File: src/sv/flacpbl_pkg.sv
// ----------------------------------------------------------------------------
// FLAC picture block locator package
// Parser phases, file constants and register map for the picture locator.
// ----------------------------------------------------------------------------
package flacpbl_pkg;

    localparam int unsigned WORD_W  = 32;
    localparam int unsigned BLKLEN_W = 24;
    localparam int unsigned PADDR_W = 3;

    // "fLaC" read as a big-endian word.
    localparam logic [WORD_W-1:0]   MAGIC_WORD       = 32'h664C_6143;
    localparam logic [6:0]          PICTURE_BLK_TYPE = 7'd6;
    localparam logic [WORD_W-1:0]   PREF_TYPE_RESET  = 32'd3;

    // Register index, taken from paddr[2].
    localparam logic                REG_PREFERRED_TYPE = 1'b0;

    typedef enum logic [13:0] {
        PH_MAGIC    = 14'h0001,
        PH_HEADER   = 14'h0002,
        PH_PTYPE    = 14'h0004,
        PH_MIMELEN  = 14'h0008,
        PH_MIMESKIP = 14'h0010,
        PH_DESCLEN  = 14'h0020,
        PH_DESCSKIP = 14'h0040,
        PH_WIDTH    = 14'h0080,
        PH_HEIGHT   = 14'h0100,
        PH_DEPTH    = 14'h0200,
        PH_COLORS   = 14'h0400,
        PH_DATALEN  = 14'h0800,
        PH_BLKSKIP  = 14'h1000,
        PH_DONE     = 14'h2000
    } phase_t;

endpackage

File: src/sv/flac_picture_block_locator.sv
// ----------------------------------------------------------------------------
// FLAC picture block locator
// Walks FLAC metadata one byte per unstalled cycle; reports picture data location.
// ----------------------------------------------------------------------------
// Throughput: one byte item per cycle while s_ready is high; the parser updates
// in the accept cycle. A result item is registered into the head register, or
// into the spare one while the head is held. The spare lets bytes flow on while
// a result waits; the input stalls only while two result items are waiting.
// Reset: synchronous, active low; parser state cleared and preferred type = 3.
// The parser also re-arms itself after every byte marked as final.
module flac_picture_block_locator
    import flacpbl_pkg::*;
(
    input  logic                aclk,
    input  logic                aresetn,

    input  logic                psel,
    input  logic                penable,
    input  logic                pwrite,
    input  logic [PADDR_W-1:0]  paddr,
    input  logic [WORD_W-1:0]   pwdata,
    output logic [WORD_W-1:0]   prdata,
    output logic                pready,

    input  logic                s_valid,
    output logic                s_ready,
    input  logic [7:0]          s_data_byte,
    input  logic                s_final_byte,

    output logic                m_valid,
    input  logic                m_ready,
    output logic                m_ok,
    output logic                m_is_flac,
    output logic                m_found,
    output logic [WORD_W-1:0]   m_picture_offset,
    output logic [WORD_W-1:0]   m_picture_size,
    output logic [WORD_W-1:0]   m_picture_kind,
    output logic [WORD_W-1:0]   m_mime_length
);

    typedef struct packed {
        logic               ok;
        logic               is_flac;
        logic               found;
        logic [WORD_W-1:0]  offset;
        logic [WORD_W-1:0]  size;
        logic [WORD_W-1:0]  kind;
        logic [WORD_W-1:0]  mime;
    } result_t;

    logic [WORD_W-1:0]   pref_type_reg;

    phase_t              phase_reg, phase_next;
    logic [WORD_W-1:0]   pos_reg, pos_next;
    logic [WORD_W-1:0]   acc_reg, acc_next;
    logic [1:0]          idx_reg, idx_next;
    logic [WORD_W-1:0]   skip_reg, skip_next;
    logic [BLKLEN_W-1:0] blk_len_reg, blk_len_next;
    logic [WORD_W-1:0]   blk_start_reg, blk_start_next;
    logic                last_blk_reg, last_blk_next;
    logic [WORD_W-1:0]   cur_type_reg, cur_type_next;
    logic [WORD_W-1:0]   cur_mime_reg, cur_mime_next;
    logic                fb_valid_reg, fb_valid_next;
    logic [WORD_W-1:0]   fb_offset_reg, fb_offset_next;
    logic [WORD_W-1:0]   fb_size_reg, fb_size_next;
    logic [WORD_W-1:0]   fb_type_reg, fb_type_next;
    logic [WORD_W-1:0]   fb_mime_reg, fb_mime_next;
    logic                sent_reg, sent_next;

    logic                m_valid_reg;
    logic                spare_valid_reg;
    result_t             head_reg;
    result_t             spare_reg;
    result_t             res_word;
    logic                m_pop;

    logic                s_fire;
    logic                cfg_write;

    logic                emit;
    logic                res_ok, res_is_flac, res_found;
    logic [WORD_W-1:0]   res_offset, res_size, res_kind, res_mime;
    logic                do_finish;

    logic [WORD_W-1:0]   pos_inc;
    logic [WORD_W-1:0]   acc_shift;
    logic                word_done;
    logic [WORD_W:0]     consumed;
    logic [BLKLEN_W:0]   remain;
    logic                overrun;

    assign pready    = 1'b1;
    assign cfg_write = psel && penable && pwrite;
    assign prdata    = (paddr[2] == REG_PREFERRED_TYPE) ? pref_type_reg : '0;

    assign s_ready = !spare_valid_reg;
    assign s_fire  = s_valid && s_ready;
    assign m_pop   = m_valid_reg && m_ready;

    // Field helpers: the byte is shifted into the low end of the accumulator.
    assign pos_inc   = pos_reg + 32'd1;
    assign acc_shift = {acc_reg[WORD_W-9:0], s_data_byte};
    assign word_done = (idx_reg == 2'd3);

    // Bytes taken from the picture block so far; the top bit flags a wrap.
    assign consumed = {1'b0, pos_inc} - {1'b0, blk_start_reg};
    assign remain   = {1'b0, blk_len_reg} - {1'b0, consumed[BLKLEN_W-1:0]};
    assign overrun  = consumed[WORD_W] || (consumed[WORD_W-1:BLKLEN_W] != '0) ||
                      remain[BLKLEN_W];

    always_comb begin
        phase_next     = phase_reg;
        pos_next       = pos_reg;
        acc_next       = acc_reg;
        idx_next       = idx_reg;
        skip_next      = skip_reg;
        blk_len_next   = blk_len_reg;
        blk_start_next = blk_start_reg;
        last_blk_next  = last_blk_reg;
        cur_type_next  = cur_type_reg;
        cur_mime_next  = cur_mime_reg;
        fb_valid_next  = fb_valid_reg;
        fb_offset_next = fb_offset_reg;
        fb_size_next   = fb_size_reg;
        fb_type_next   = fb_type_reg;
        fb_mime_next   = fb_mime_reg;
        sent_next      = sent_reg;

        emit        = 1'b0;
        do_finish   = 1'b0;
        res_ok      = 1'b0;
        res_is_flac = 1'b0;
        res_found   = 1'b0;
        res_offset  = '0;
        res_size    = '0;
        res_kind    = '0;
        res_mime    = '0;

        if (s_fire && !sent_reg) begin
            pos_next = pos_inc;
            case (phase_reg)
                PH_MAGIC, PH_HEADER, PH_PTYPE, PH_MIMELEN, PH_DESCLEN,
                PH_WIDTH, PH_HEIGHT, PH_DEPTH, PH_COLORS, PH_DATALEN: begin
                    acc_next = acc_shift;
                    idx_next = idx_reg + 2'd1;
                end
                default: begin
                end
            endcase

            case (phase_reg)
                PH_MAGIC: begin
                    if (word_done) begin
                        if (acc_shift != MAGIC_WORD) begin
                            emit       = 1'b1;
                            res_ok     = 1'b1;
                            phase_next = PH_DONE;
                            sent_next  = 1'b1;
                        end else begin
                            phase_next = PH_HEADER;
                        end
                    end
                end
                PH_HEADER: begin
                    if (word_done) begin
                        last_blk_next  = acc_shift[WORD_W-1];
                        blk_len_next   = acc_shift[BLKLEN_W-1:0];
                        blk_start_next = pos_inc;
                        if (acc_shift[WORD_W-2:BLKLEN_W] == PICTURE_BLK_TYPE) begin
                            phase_next = PH_PTYPE;
                        end else if (acc_shift[BLKLEN_W-1:0] != '0) begin
                            skip_next  = {8'd0, acc_shift[BLKLEN_W-1:0]};
                            phase_next = PH_BLKSKIP;
                        end else if (acc_shift[WORD_W-1]) begin
                            do_finish = 1'b1;
                        end
                    end
                end
                PH_PTYPE: begin
                    if (word_done) begin
                        cur_type_next = acc_shift;
                        phase_next    = PH_MIMELEN;
                    end
                end
                PH_MIMELEN: begin
                    if (word_done) begin
                        cur_mime_next = acc_shift;
                        skip_next     = acc_shift;
                        phase_next    = (acc_shift != '0) ? PH_MIMESKIP : PH_DESCLEN;
                    end
                end
                PH_MIMESKIP: begin
                    skip_next = skip_reg - 32'd1;
                    if (skip_reg == 32'd1) begin
                        phase_next = PH_DESCLEN;
                    end
                end
                PH_DESCLEN: begin
                    if (word_done) begin
                        skip_next  = acc_shift;
                        phase_next = (acc_shift != '0) ? PH_DESCSKIP : PH_WIDTH;
                    end
                end
                PH_DESCSKIP: begin
                    skip_next = skip_reg - 32'd1;
                    if (skip_reg == 32'd1) begin
                        phase_next = PH_WIDTH;
                    end
                end
                PH_WIDTH: begin
                    if (word_done) begin
                        phase_next = PH_HEIGHT;
                    end
                end
                PH_HEIGHT: begin
                    if (word_done) begin
                        phase_next = PH_DEPTH;
                    end
                end
                PH_DEPTH: begin
                    if (word_done) begin
                        phase_next = PH_COLORS;
                    end
                end
                PH_COLORS: begin
                    if (word_done) begin
                        phase_next = PH_DATALEN;
                    end
                end
                PH_DATALEN: begin
                    if (word_done) begin
                        if ((acc_shift != '0) && (cur_type_reg == pref_type_reg)) begin
                            emit        = 1'b1;
                            res_ok      = 1'b1;
                            res_is_flac = 1'b1;
                            res_found   = 1'b1;
                            res_offset  = pos_inc;
                            res_size    = acc_shift;
                            res_kind    = cur_type_reg;
                            res_mime    = cur_mime_reg;
                            phase_next  = PH_DONE;
                            sent_next   = 1'b1;
                        end else begin
                            // Only the first picture with data is kept as fallback.
                            if ((acc_shift != '0) && !fb_valid_reg) begin
                                fb_valid_next  = 1'b1;
                                fb_offset_next = pos_inc;
                                fb_size_next   = acc_shift;
                                fb_type_next   = cur_type_reg;
                                fb_mime_next   = cur_mime_reg;
                            end
                            if (overrun) begin
                                do_finish = 1'b1;
                            end else if (remain[BLKLEN_W-1:0] != '0) begin
                                skip_next  = {8'd0, remain[BLKLEN_W-1:0]};
                                phase_next = PH_BLKSKIP;
                            end else if (last_blk_reg) begin
                                do_finish = 1'b1;
                            end else begin
                                phase_next = PH_HEADER;
                            end
                        end
                    end
                end
                PH_BLKSKIP: begin
                    skip_next = skip_reg - 32'd1;
                    if (skip_reg == 32'd1) begin
                        if (last_blk_reg) begin
                            do_finish = 1'b1;
                        end else begin
                            phase_next = PH_HEADER;
                        end
                    end
                end
                default: begin
                end
            endcase
        end

        // End of file forces a result if none has gone out yet.
        if (s_fire && s_final_byte && !sent_next && !do_finish) begin
            if (phase_next == PH_MAGIC) begin
                emit = 1'b1;
            end else begin
                do_finish = 1'b1;
            end
        end

        if (do_finish) begin
            emit        = 1'b1;
            res_ok      = 1'b1;
            res_is_flac = 1'b1;
            res_found   = fb_valid_next;
            res_offset  = fb_valid_next ? fb_offset_next : '0;
            res_size    = fb_valid_next ? fb_size_next : '0;
            res_kind    = fb_valid_next ? fb_type_next : '0;
            res_mime    = fb_valid_next ? fb_mime_next : '0;
            phase_next  = PH_DONE;
            sent_next   = 1'b1;
        end

        if (s_fire && s_final_byte) begin
            phase_next     = PH_MAGIC;
            pos_next       = '0;
            acc_next       = '0;
            idx_next       = '0;
            skip_next      = '0;
            blk_len_next   = '0;
            blk_start_next = '0;
            last_blk_next  = 1'b0;
            cur_type_next  = '0;
            cur_mime_next  = '0;
            fb_valid_next  = 1'b0;
            fb_offset_next = '0;
            fb_size_next   = '0;
            fb_type_next   = '0;
            fb_mime_next   = '0;
            sent_next      = 1'b0;
        end
    end

    assign res_word = {res_ok, res_is_flac, res_found, res_offset, res_size,
                       res_kind, res_mime};

    always_ff @(posedge aclk) begin
        if (!aresetn) begin
            pref_type_reg   <= PREF_TYPE_RESET;
            phase_reg       <= PH_MAGIC;
            pos_reg         <= '0;
            acc_reg         <= '0;
            idx_reg         <= '0;
            skip_reg        <= '0;
            blk_len_reg     <= '0;
            blk_start_reg   <= '0;
            last_blk_reg    <= 1'b0;
            cur_type_reg    <= '0;
            cur_mime_reg    <= '0;
            fb_valid_reg    <= 1'b0;
            fb_offset_reg   <= '0;
            fb_size_reg     <= '0;
            fb_type_reg     <= '0;
            fb_mime_reg     <= '0;
            sent_reg        <= 1'b0;
            m_valid_reg     <= 1'b0;
            spare_valid_reg <= 1'b0;
        end else begin
            if (cfg_write && (paddr[2] == REG_PREFERRED_TYPE)) begin
                pref_type_reg <= pwdata;
            end
            phase_reg     <= phase_next;
            pos_reg       <= pos_next;
            acc_reg       <= acc_next;
            idx_reg       <= idx_next;
            skip_reg      <= skip_next;
            blk_len_reg   <= blk_len_next;
            blk_start_reg <= blk_start_next;
            last_blk_reg  <= last_blk_next;
            cur_type_reg  <= cur_type_next;
            cur_mime_reg  <= cur_mime_next;
            fb_valid_reg  <= fb_valid_next;
            fb_offset_reg <= fb_offset_next;
            fb_size_reg   <= fb_size_next;
            fb_type_reg   <= fb_type_next;
            fb_mime_reg   <= fb_mime_next;
            sent_reg      <= sent_next;
            // The spare only fills while the head is held, and no byte is taken
            // while it is full, so it never meets a new result item.
            if (m_pop || !m_valid_reg) begin
                if (spare_valid_reg) begin
                    m_valid_reg     <= 1'b1;
                    spare_valid_reg <= 1'b0;
                end else begin
                    m_valid_reg <= emit;
                end
            end else if (emit) begin
                spare_valid_reg <= 1'b1;
            end
        end
    end

    // Result payloads; only loaded alongside a new or advancing result item.
    always_ff @(posedge aclk) begin
        if (m_pop || !m_valid_reg) begin
            if (spare_valid_reg) begin
                head_reg <= spare_reg;
            end else if (emit) begin
                head_reg <= res_word;
            end
        end else if (emit) begin
            spare_reg <= res_word;
        end
    end

    assign m_valid          = m_valid_reg;
    assign m_ok             = head_reg.ok;
    assign m_is_flac        = head_reg.is_flac;
    assign m_found          = head_reg.found;
    assign m_picture_offset = head_reg.offset;
    assign m_picture_size   = head_reg.size;
    assign m_picture_kind   = head_reg.kind;
    assign m_mime_length    = head_reg.mime;

    a_found_is_flac: assert property (@(posedge aclk) disable iff (!aresetn)
        (m_valid_reg && head_reg.found) |-> (head_reg.ok && head_reg.is_flac))
        else $error("picture reported without a valid FLAC magic");

    a_found_has_data: assert property (@(posedge aclk) disable iff (!aresetn)
        (m_valid_reg && head_reg.found) |-> (head_reg.size != '0))
        else $error("picture reported with zero data length");

    a_short_file_empty: assert property (@(posedge aclk) disable iff (!aresetn)
        (m_valid_reg && !head_reg.ok) |-> (!head_reg.is_flac && !head_reg.found))
        else $error("short file result carries flags");

    a_sent_means_done: assert property (@(posedge aclk) disable iff (!aresetn)
        sent_reg |-> (phase_reg == PH_DONE))
        else $error("result sent but parser not parked");

    a_field_aligned: assert property (@(posedge aclk) disable iff (!aresetn)
        (idx_reg != 2'd0) |-> !(phase_reg == PH_BLKSKIP || phase_reg == PH_MIMESKIP ||
                                phase_reg == PH_DESCSKIP || phase_reg == PH_DONE))
        else $error("skip phase entered with a partial field");

    a_spare_behind_head: assert property (@(posedge aclk) disable iff (!aresetn)
        spare_valid_reg |-> m_valid_reg)
        else $error("spare result held while the output is empty");

endmodule

File: config.mk
export PLATFORM = sky130hd
export DESIGN_NAME = flac_picture_block_locator
export DESIGN_NICKNAME = d
export VERILOG_FILES = /design/src/sv/flacpbl_pkg.sv /design/src/sv/flac_picture_block_locator.sv
export SDC_FILE = /design/constraint.sdc
export NUM_CORES = 1
export LEC_CHECK = 0
export ABC_CLOCK_PERIOD_IN_PS = 33400
export BUFFER_PORTS_ARGS = -buffer_cell sky130_fd_sc_hd__buf_4
export CAP_MARGIN = 20
export CORE_ASPECT_RATIO = 1.5
export CORE_MARGIN = 4
export CORE_UTILIZATION = 60
export DETAILED_ROUTE_END_ITERATION = 10
export PLACE_DENSITY = 0.79
export SLEW_MARGIN = 20
export SYNTH_ARGS = -nofsm -noshare
export SYNTH_HDL_FRONTEND = slang
export SYNTH_SLANG_ARGS = --single-unit
File: constraint.sdc
create_clock -name aclk -period 33.4 [get_ports aclk]
set_clock_uncertainty 0.05 [all_clocks]
set_input_delay 1.67 -clock aclk [delete_from_list [all_inputs] [get_ports aclk]]
set_output_delay 1.67 -clock aclk [all_outputs]
set_load 0.01 [all_outputs]
Word level (Yosys, flattened, before mapping)
Index checks and enable logic that the tools add are counted.
Widths: inputs -> output; s select.

cells by class
  $add $sub $neg = 5
  equality and inequality tests = 27
  multiplexer cells = 122
  bitwise logic cells = 3
  reductions and logical operators = 39

operators by type and width
  cell                   number
  $mux 32                53
  $mux 14                22
  $mux 131               2
  $pmux 14 s13           1
  $pmux 32 s4            1
  $reduce_bool 24->1     2
  $mux 1                 38
  $sub 32x32->33         1
  $add 32x1->32 const B  1
  $eq 32x1->1 const B    1
  $eq 32x32->1           1
  $ne 32x31->1 const B   1
  $reduce_bool 32->1     1
  $sub 32x1->32 const B  1
  $eq 14x1->1 const B    2
  $sub 24x24->25         1
  $eq 14x10->1 const B   1
  $eq 14x11->1 const B   1
  $eq 14x12->1 const B   1
  $eq 14x13->1 const B   1
  $eq 14x2->1 const B    1
  $eq 14x3->1 const B    1
  $eq 14x4->1 const B    1
  $eq 14x5->1 const B    1
  26 further kinds       59

storage, ports and cells
  bits in registers = 651
  input port bits = 51
  output and inout bits = 166
  word-level logic and storage cells = 230

Depth between registers and ports, before layout
  depth after elaboration = 16
  mapped depth = 34
  mapped depth without buffers = 29

Least setup slack after synthesis
Ideal clock, no wire load.

  path type = flip-flop to flip-flop
  from = reg pos_reg[0]
  to = reg head_reg (netlist bit m_found) (enable)
  setup time = 0.639 ns
  arrival time = 12.543 ns
  data required time = 32.711 ns
  setup slack = 20.168 ns
  cell stages (with the launch flop) = 31
  buffers on the path = 2
  clock period less this slack = 13.232 ns
  path through = dfxtp_1 > clkbuf_1 > nand3_1 > nor2_1 > nand3_1 > nor2_1 > nand3_1 > xor2_1 > inv_1 > ha_1 > a21oi_1 > a21boi_0 > or3_1 > nor2_1 > o21a_1 > o21ai_0 > xnor2_1 > ha_1 > buf_2 > a21o_1 > a21o_1 > a221o_1 > a211o_1 > mux2_4 > or4_1 > or4_1 > o211a_1 > o211ai_4 > a211oi_1 > and2_1 > nor2b_1

between the ends
  word-level cells in the longest chain between the ends = 16
  elaborated cells between the ends (all ways) = 29
  classes of those cells = add/sub: 3; eq/ne: 1; mux: 17; reduce/logical: 8

RTL lines
  item                                                    RTL line                                                              source
  start, declared                                         flac_picture_block_locator.sv:54                                      logic [WORD_W-1:0] pos_reg, pos_next;
  start signal, assigned                                  flac_picture_block_locator.sv:351                                     pos_reg <= pos_next;
  $add 32x1->32 (*)                                       flac_picture_block_locator.sv:101                                     assign pos_inc = pos_reg + 32'd1;
  net pos_inc[11]                                         flac_picture_block_locator.sv:85                                      logic [WORD_W-1:0] pos_inc;
  $sub 32x32->33 (*)                                      flac_picture_block_locator.sv:106                                     assign consumed = {1'b0, pos_inc} - {1'b0, blk_start_reg};
  $sub 24x24->25 or $reduce_bool 8->1 (tied branches)     flac_picture_block_locator.sv:107, flac_picture_block_locator.sv:108
  $reduce_bool 24->1 or $logic_or 1x1->1 (tied branches)  flac_picture_block_locator.sv:254, flac_picture_block_locator.sv:108
  $mux 14 (tied with other cells)                         flac_picture_block_locator.sv:254                                     end else if (remain[BLKLEN_W-1:0] != '0) begin
  $mux 14 or $mux 1 (tied branches)                       flac_picture_block_locator.sv:252                                     if (overrun) begin
  $mux 14 or $mux 1 (tied branches)                       flac_picture_block_locator.sv:232                                     if ((acc_shift != '0) && (cur_type_reg == pref_type_reg)) begin
  $mux 14 or $mux 1 (tied branches)                       flac_picture_block_locator.sv:231                                     if (word_done) begin
  $pmux 14 s13 or $pmux 1 s3 (tied branches)              flac_picture_block_locator.sv:151                                     case (phase_reg)
  $mux 14 or $mux 1 (tied branches)                       flac_picture_block_locator.sv:139                                     if (s_fire && !sent_reg) begin
  $eq 14x1->1 or $logic_not 1->1 (tied branches)          flac_picture_block_locator.sv:282, flac_picture_block_locator.sv:281
  $mux 1 or $logic_and 1x1->1 (tied branches)             flac_picture_block_locator.sv:282, flac_picture_block_locator.sv:281
  $mux 1                                                  flac_picture_block_locator.sv:281                                     if (s_fire && s_final_byte && !sent_next && !do_finish) begin
  $mux 1 (*)                                              flac_picture_block_locator.sv:289                                     if (do_finish) begin
  $reduce_bool 2->1 (no source line) (*)                  n/a
  $reduce_and 2->1 (no source line) (*)                   n/a
  end signal, assigned                                    flac_picture_block_locator.sv:385                                     head_reg <= spare_reg;
  end signal, assigned                                    flac_picture_block_locator.sv:387                                     head_reg <= res_word;
  end, declared                                           flac_picture_block_locator.sv:72                                      result_t head_reg;

Mark *: on every way through the listed nets, which the timed path passes. The rest lies on a longest branch.
A chain may end at the register's enable or synchronous reset.

Worst setup path after layout
  from = reg pos_reg[0]
  to = reg head_reg (netlist bit m_picture_offset[26]) (enable)

The elaborated chain is that of the path after synthesis.

==> metrics.txt <==
Reg clk slew, reported paths=0.07 ns; Slew @ Worst Pin=1.29 ns; Max IR drop VDD=37.4 uV; DRT Wirelength=103 mm; I/O Pins=217; CP bufs+invs=2; hpwl dp=66.6 mm; Post-synth EDFFs=262; critical path's slowest cell=buf_6; GRT overflow=0; worst hold path class=reg -> reg; # resized after CTS=0; GRT Util Overall=32.9%; core area=55,800 um2; Post-Place Cell Area=35,600 um2; Fin Setup TNS=0 ns; critical path launch point type=flip-flop; outcome=finished, final reports clean; synth unique cells=83; Worst path most repeated cell=ha_1; die area=60,300 um2; H-Tree Depth=2; kind of critical path=reg -> reg; CTS Buf Count=59; MaxCap Viol Count=0; Setup Viol. Count Final=0; final hold violations=0; synth warn=0; setup bufs post-CTS=0; vias in the first global route=29,300; Final Cell Area=37,700 um2; crit path max fanout=83; Site Rows=106; minimum clock period=9.96 ns; Yosys reg bits=651; Max stage delay on crit path=0.68 ns; Area Overhead vs Synth=11.6%; PwrDens=46.4 nW/um2; Die W=202 um; commonest non-fill, non-tap cell in the layout=nand2_1; Residual DRC=0; achievable clock frequency=0.100 GHz; syn nets=4,294; Max Slew Vio Count=0; Routed Antenna Nets=0; CTS tree=built; DP Cell Count=4,898; vias per cell=6.15; initial antenna violation count=0; Primary FF master, synth=dfxtp_1; Leak Pwr=14.6 nW; Die Y=299 um; fraction of layout cells with a size suffix above 1=9.85%; Hold Buf Count CTS=0; GPL Wtd Cong=0.934; sequential area share after synthesis=46.3%; first-pass GRT wire length=160 mm; instance count of the mapped netlist=4,181; Inserted Diodes=0; average cell area after synthesis=8.09 um2; Rel. slew slack=13.5%; RSZ-0062 raised after global routing=false; total number of vias=30,800; First-pass DRT Iterations=8; number of clock sinks=651; Largest register FFs=131; per-cell routed wire length=20.6 um; nets=4,317; CTS root buf=clkbuf_16; Clock Path Buffers=3; number of fillers in the final layout=4,635; crit end category=flip-flop; WP data required=33.62 ns; Finished Layout Cells=5,011; period utilization=29.8%; synthesized area=33,800 um2; Detailed Route Iter0 Violations=2,730; largest net degree at the start of global routing=199; total chip power=1.75 mW; worst hold margin=0.408 ns; initial core utilization=60.6%; ys async rst share=0%; # port buffers=213; CP arrival=10.18 ns; top library cells by usage in the layout, fill and taps aside=nand2_1, dfxtp_1, a21oi_1, edfxtp_1, buf_4; Crit path max-delay family=simple AND/OR/NAND/NOR gates; Clock Latency Late Sink=0.65 ns
worst register-to-register path: cells and delay by family, from the launching register on:
family | cells | cell delay, ns
fa+ha+maj | 3 | 1.06
simple gates | 11 | 3.30
buf+inv | 2 | 1.25
compound gates | 9 | 2.19
mux | 1 | 0.33
flops | 1 | 0.54
xor+xnor | 2 | 0.74
cells in the mapped netlist (all sizes together) (6+ instances only):
cell    count  share of area, %
nor2      246               2.7
buf        53              0.97
a21oi     368               5.4
a22oi      22              0.50
o211ai     18              0.44
a221oi     18              0.48
a21boi      7              0.16
xnor2      78               2.0
nand2b     25              0.46
a22o       10              0.26
nor4       28              0.58
and2       16              0.30
o22ai       6              0.11
mux2i      26              0.77
a211o       9              0.23
o21bai      8              0.18
nand4     136               2.5
a32oi       7              0.18
nor2b      38              0.70
o21ai     182               2.7
a221o      10              0.30
nor3       61              0.90
nand3     165               2.5
inv        79              0.88
and4        6              0.16
nand2    1217                14
or2        30              0.55
and3       32              0.59
o31ai      15              0.33
edfxtp    262                23
xor2       59               1.5
or3        23              0.43
clkbuf    248               2.8
ha         60               2.2
or4        22              0.49
a31o        6              0.16
a31oi      16              0.38
a21o       38              0.84
o21a       10              0.22
dfxtp     389                23
a211oi     62               1.4
kinds of logic after synthesis:
group | after synthesis | share of synthesized area (%)
buf+inv | 381 | 4.61
fa+ha+maj | 62 | 2.34
mux | 27 | 0.814
simple gates | 2072 | 27.1
flops | 651 | 46.3
xor+xnor | 137 | 3.55
other cells | 1 | 0.0111
compound gates | 850 | 15.3
cell type report:
type / instances / area (um2) / area share [%]
sequential: 651 / 15700 / 41.5
multi-input combinational: 3149 / 16700 / 44.3
tap: 756 / 946 / 2.51
inverter: 80 / 300 / 0.796
clock inverter: 29 / 398 / 1.05
timing repair buffer: 263 / 2010 / 5.33
clock buffer: 83 / 1700 / 4.50
power by group:
group	switching, mW	internal, mW	total (mW)	leakage, nW
Combinational	0.111	0.0585	0.170	7.67
Sequential	0.0114	0.837	0.848	5.86
Clock	0.314	0.420	0.734	1.02
Total	0.437	1.31	1.75	14.6
stage by stage:
step / util (%) / setup WS [ns]
after floorplan: - / 20.17
after global placement: 63.7 / 23.31
after detailed placement: 63.7 / 23.21
after CTS: 67.5 / 23.15
after global routing: 67.6 / 22.71
final: 67.6 / 23.44
routing by layer:
layer  vias up  part of all wire (%)  track usage [%]
met4         0                   7.1             20.5
met3       356                   8.4             4.93
met2      1485                    48             55.6
met5         -                     0                0
li1      14600                     -                -
met1     14400                    37             39.5
worst paths after layout:
check / cells after the start / slack [ns] / start / to
hold reg to reg: 2 / 0.41 / fb_size_reg[12] / fb_size_reg[12]
setup / recovery: 28 / 23.44 / pos_reg[0] / m_picture_offset[26]
hold / removal: 2 / 0.41 / fb_size_reg[12] / fb_size_reg[12]
setup reg to reg: 28 / 23.44 / pos_reg[0] / m_picture_offset[26]
Note: power is estimated with default switching activity, not from simulation.
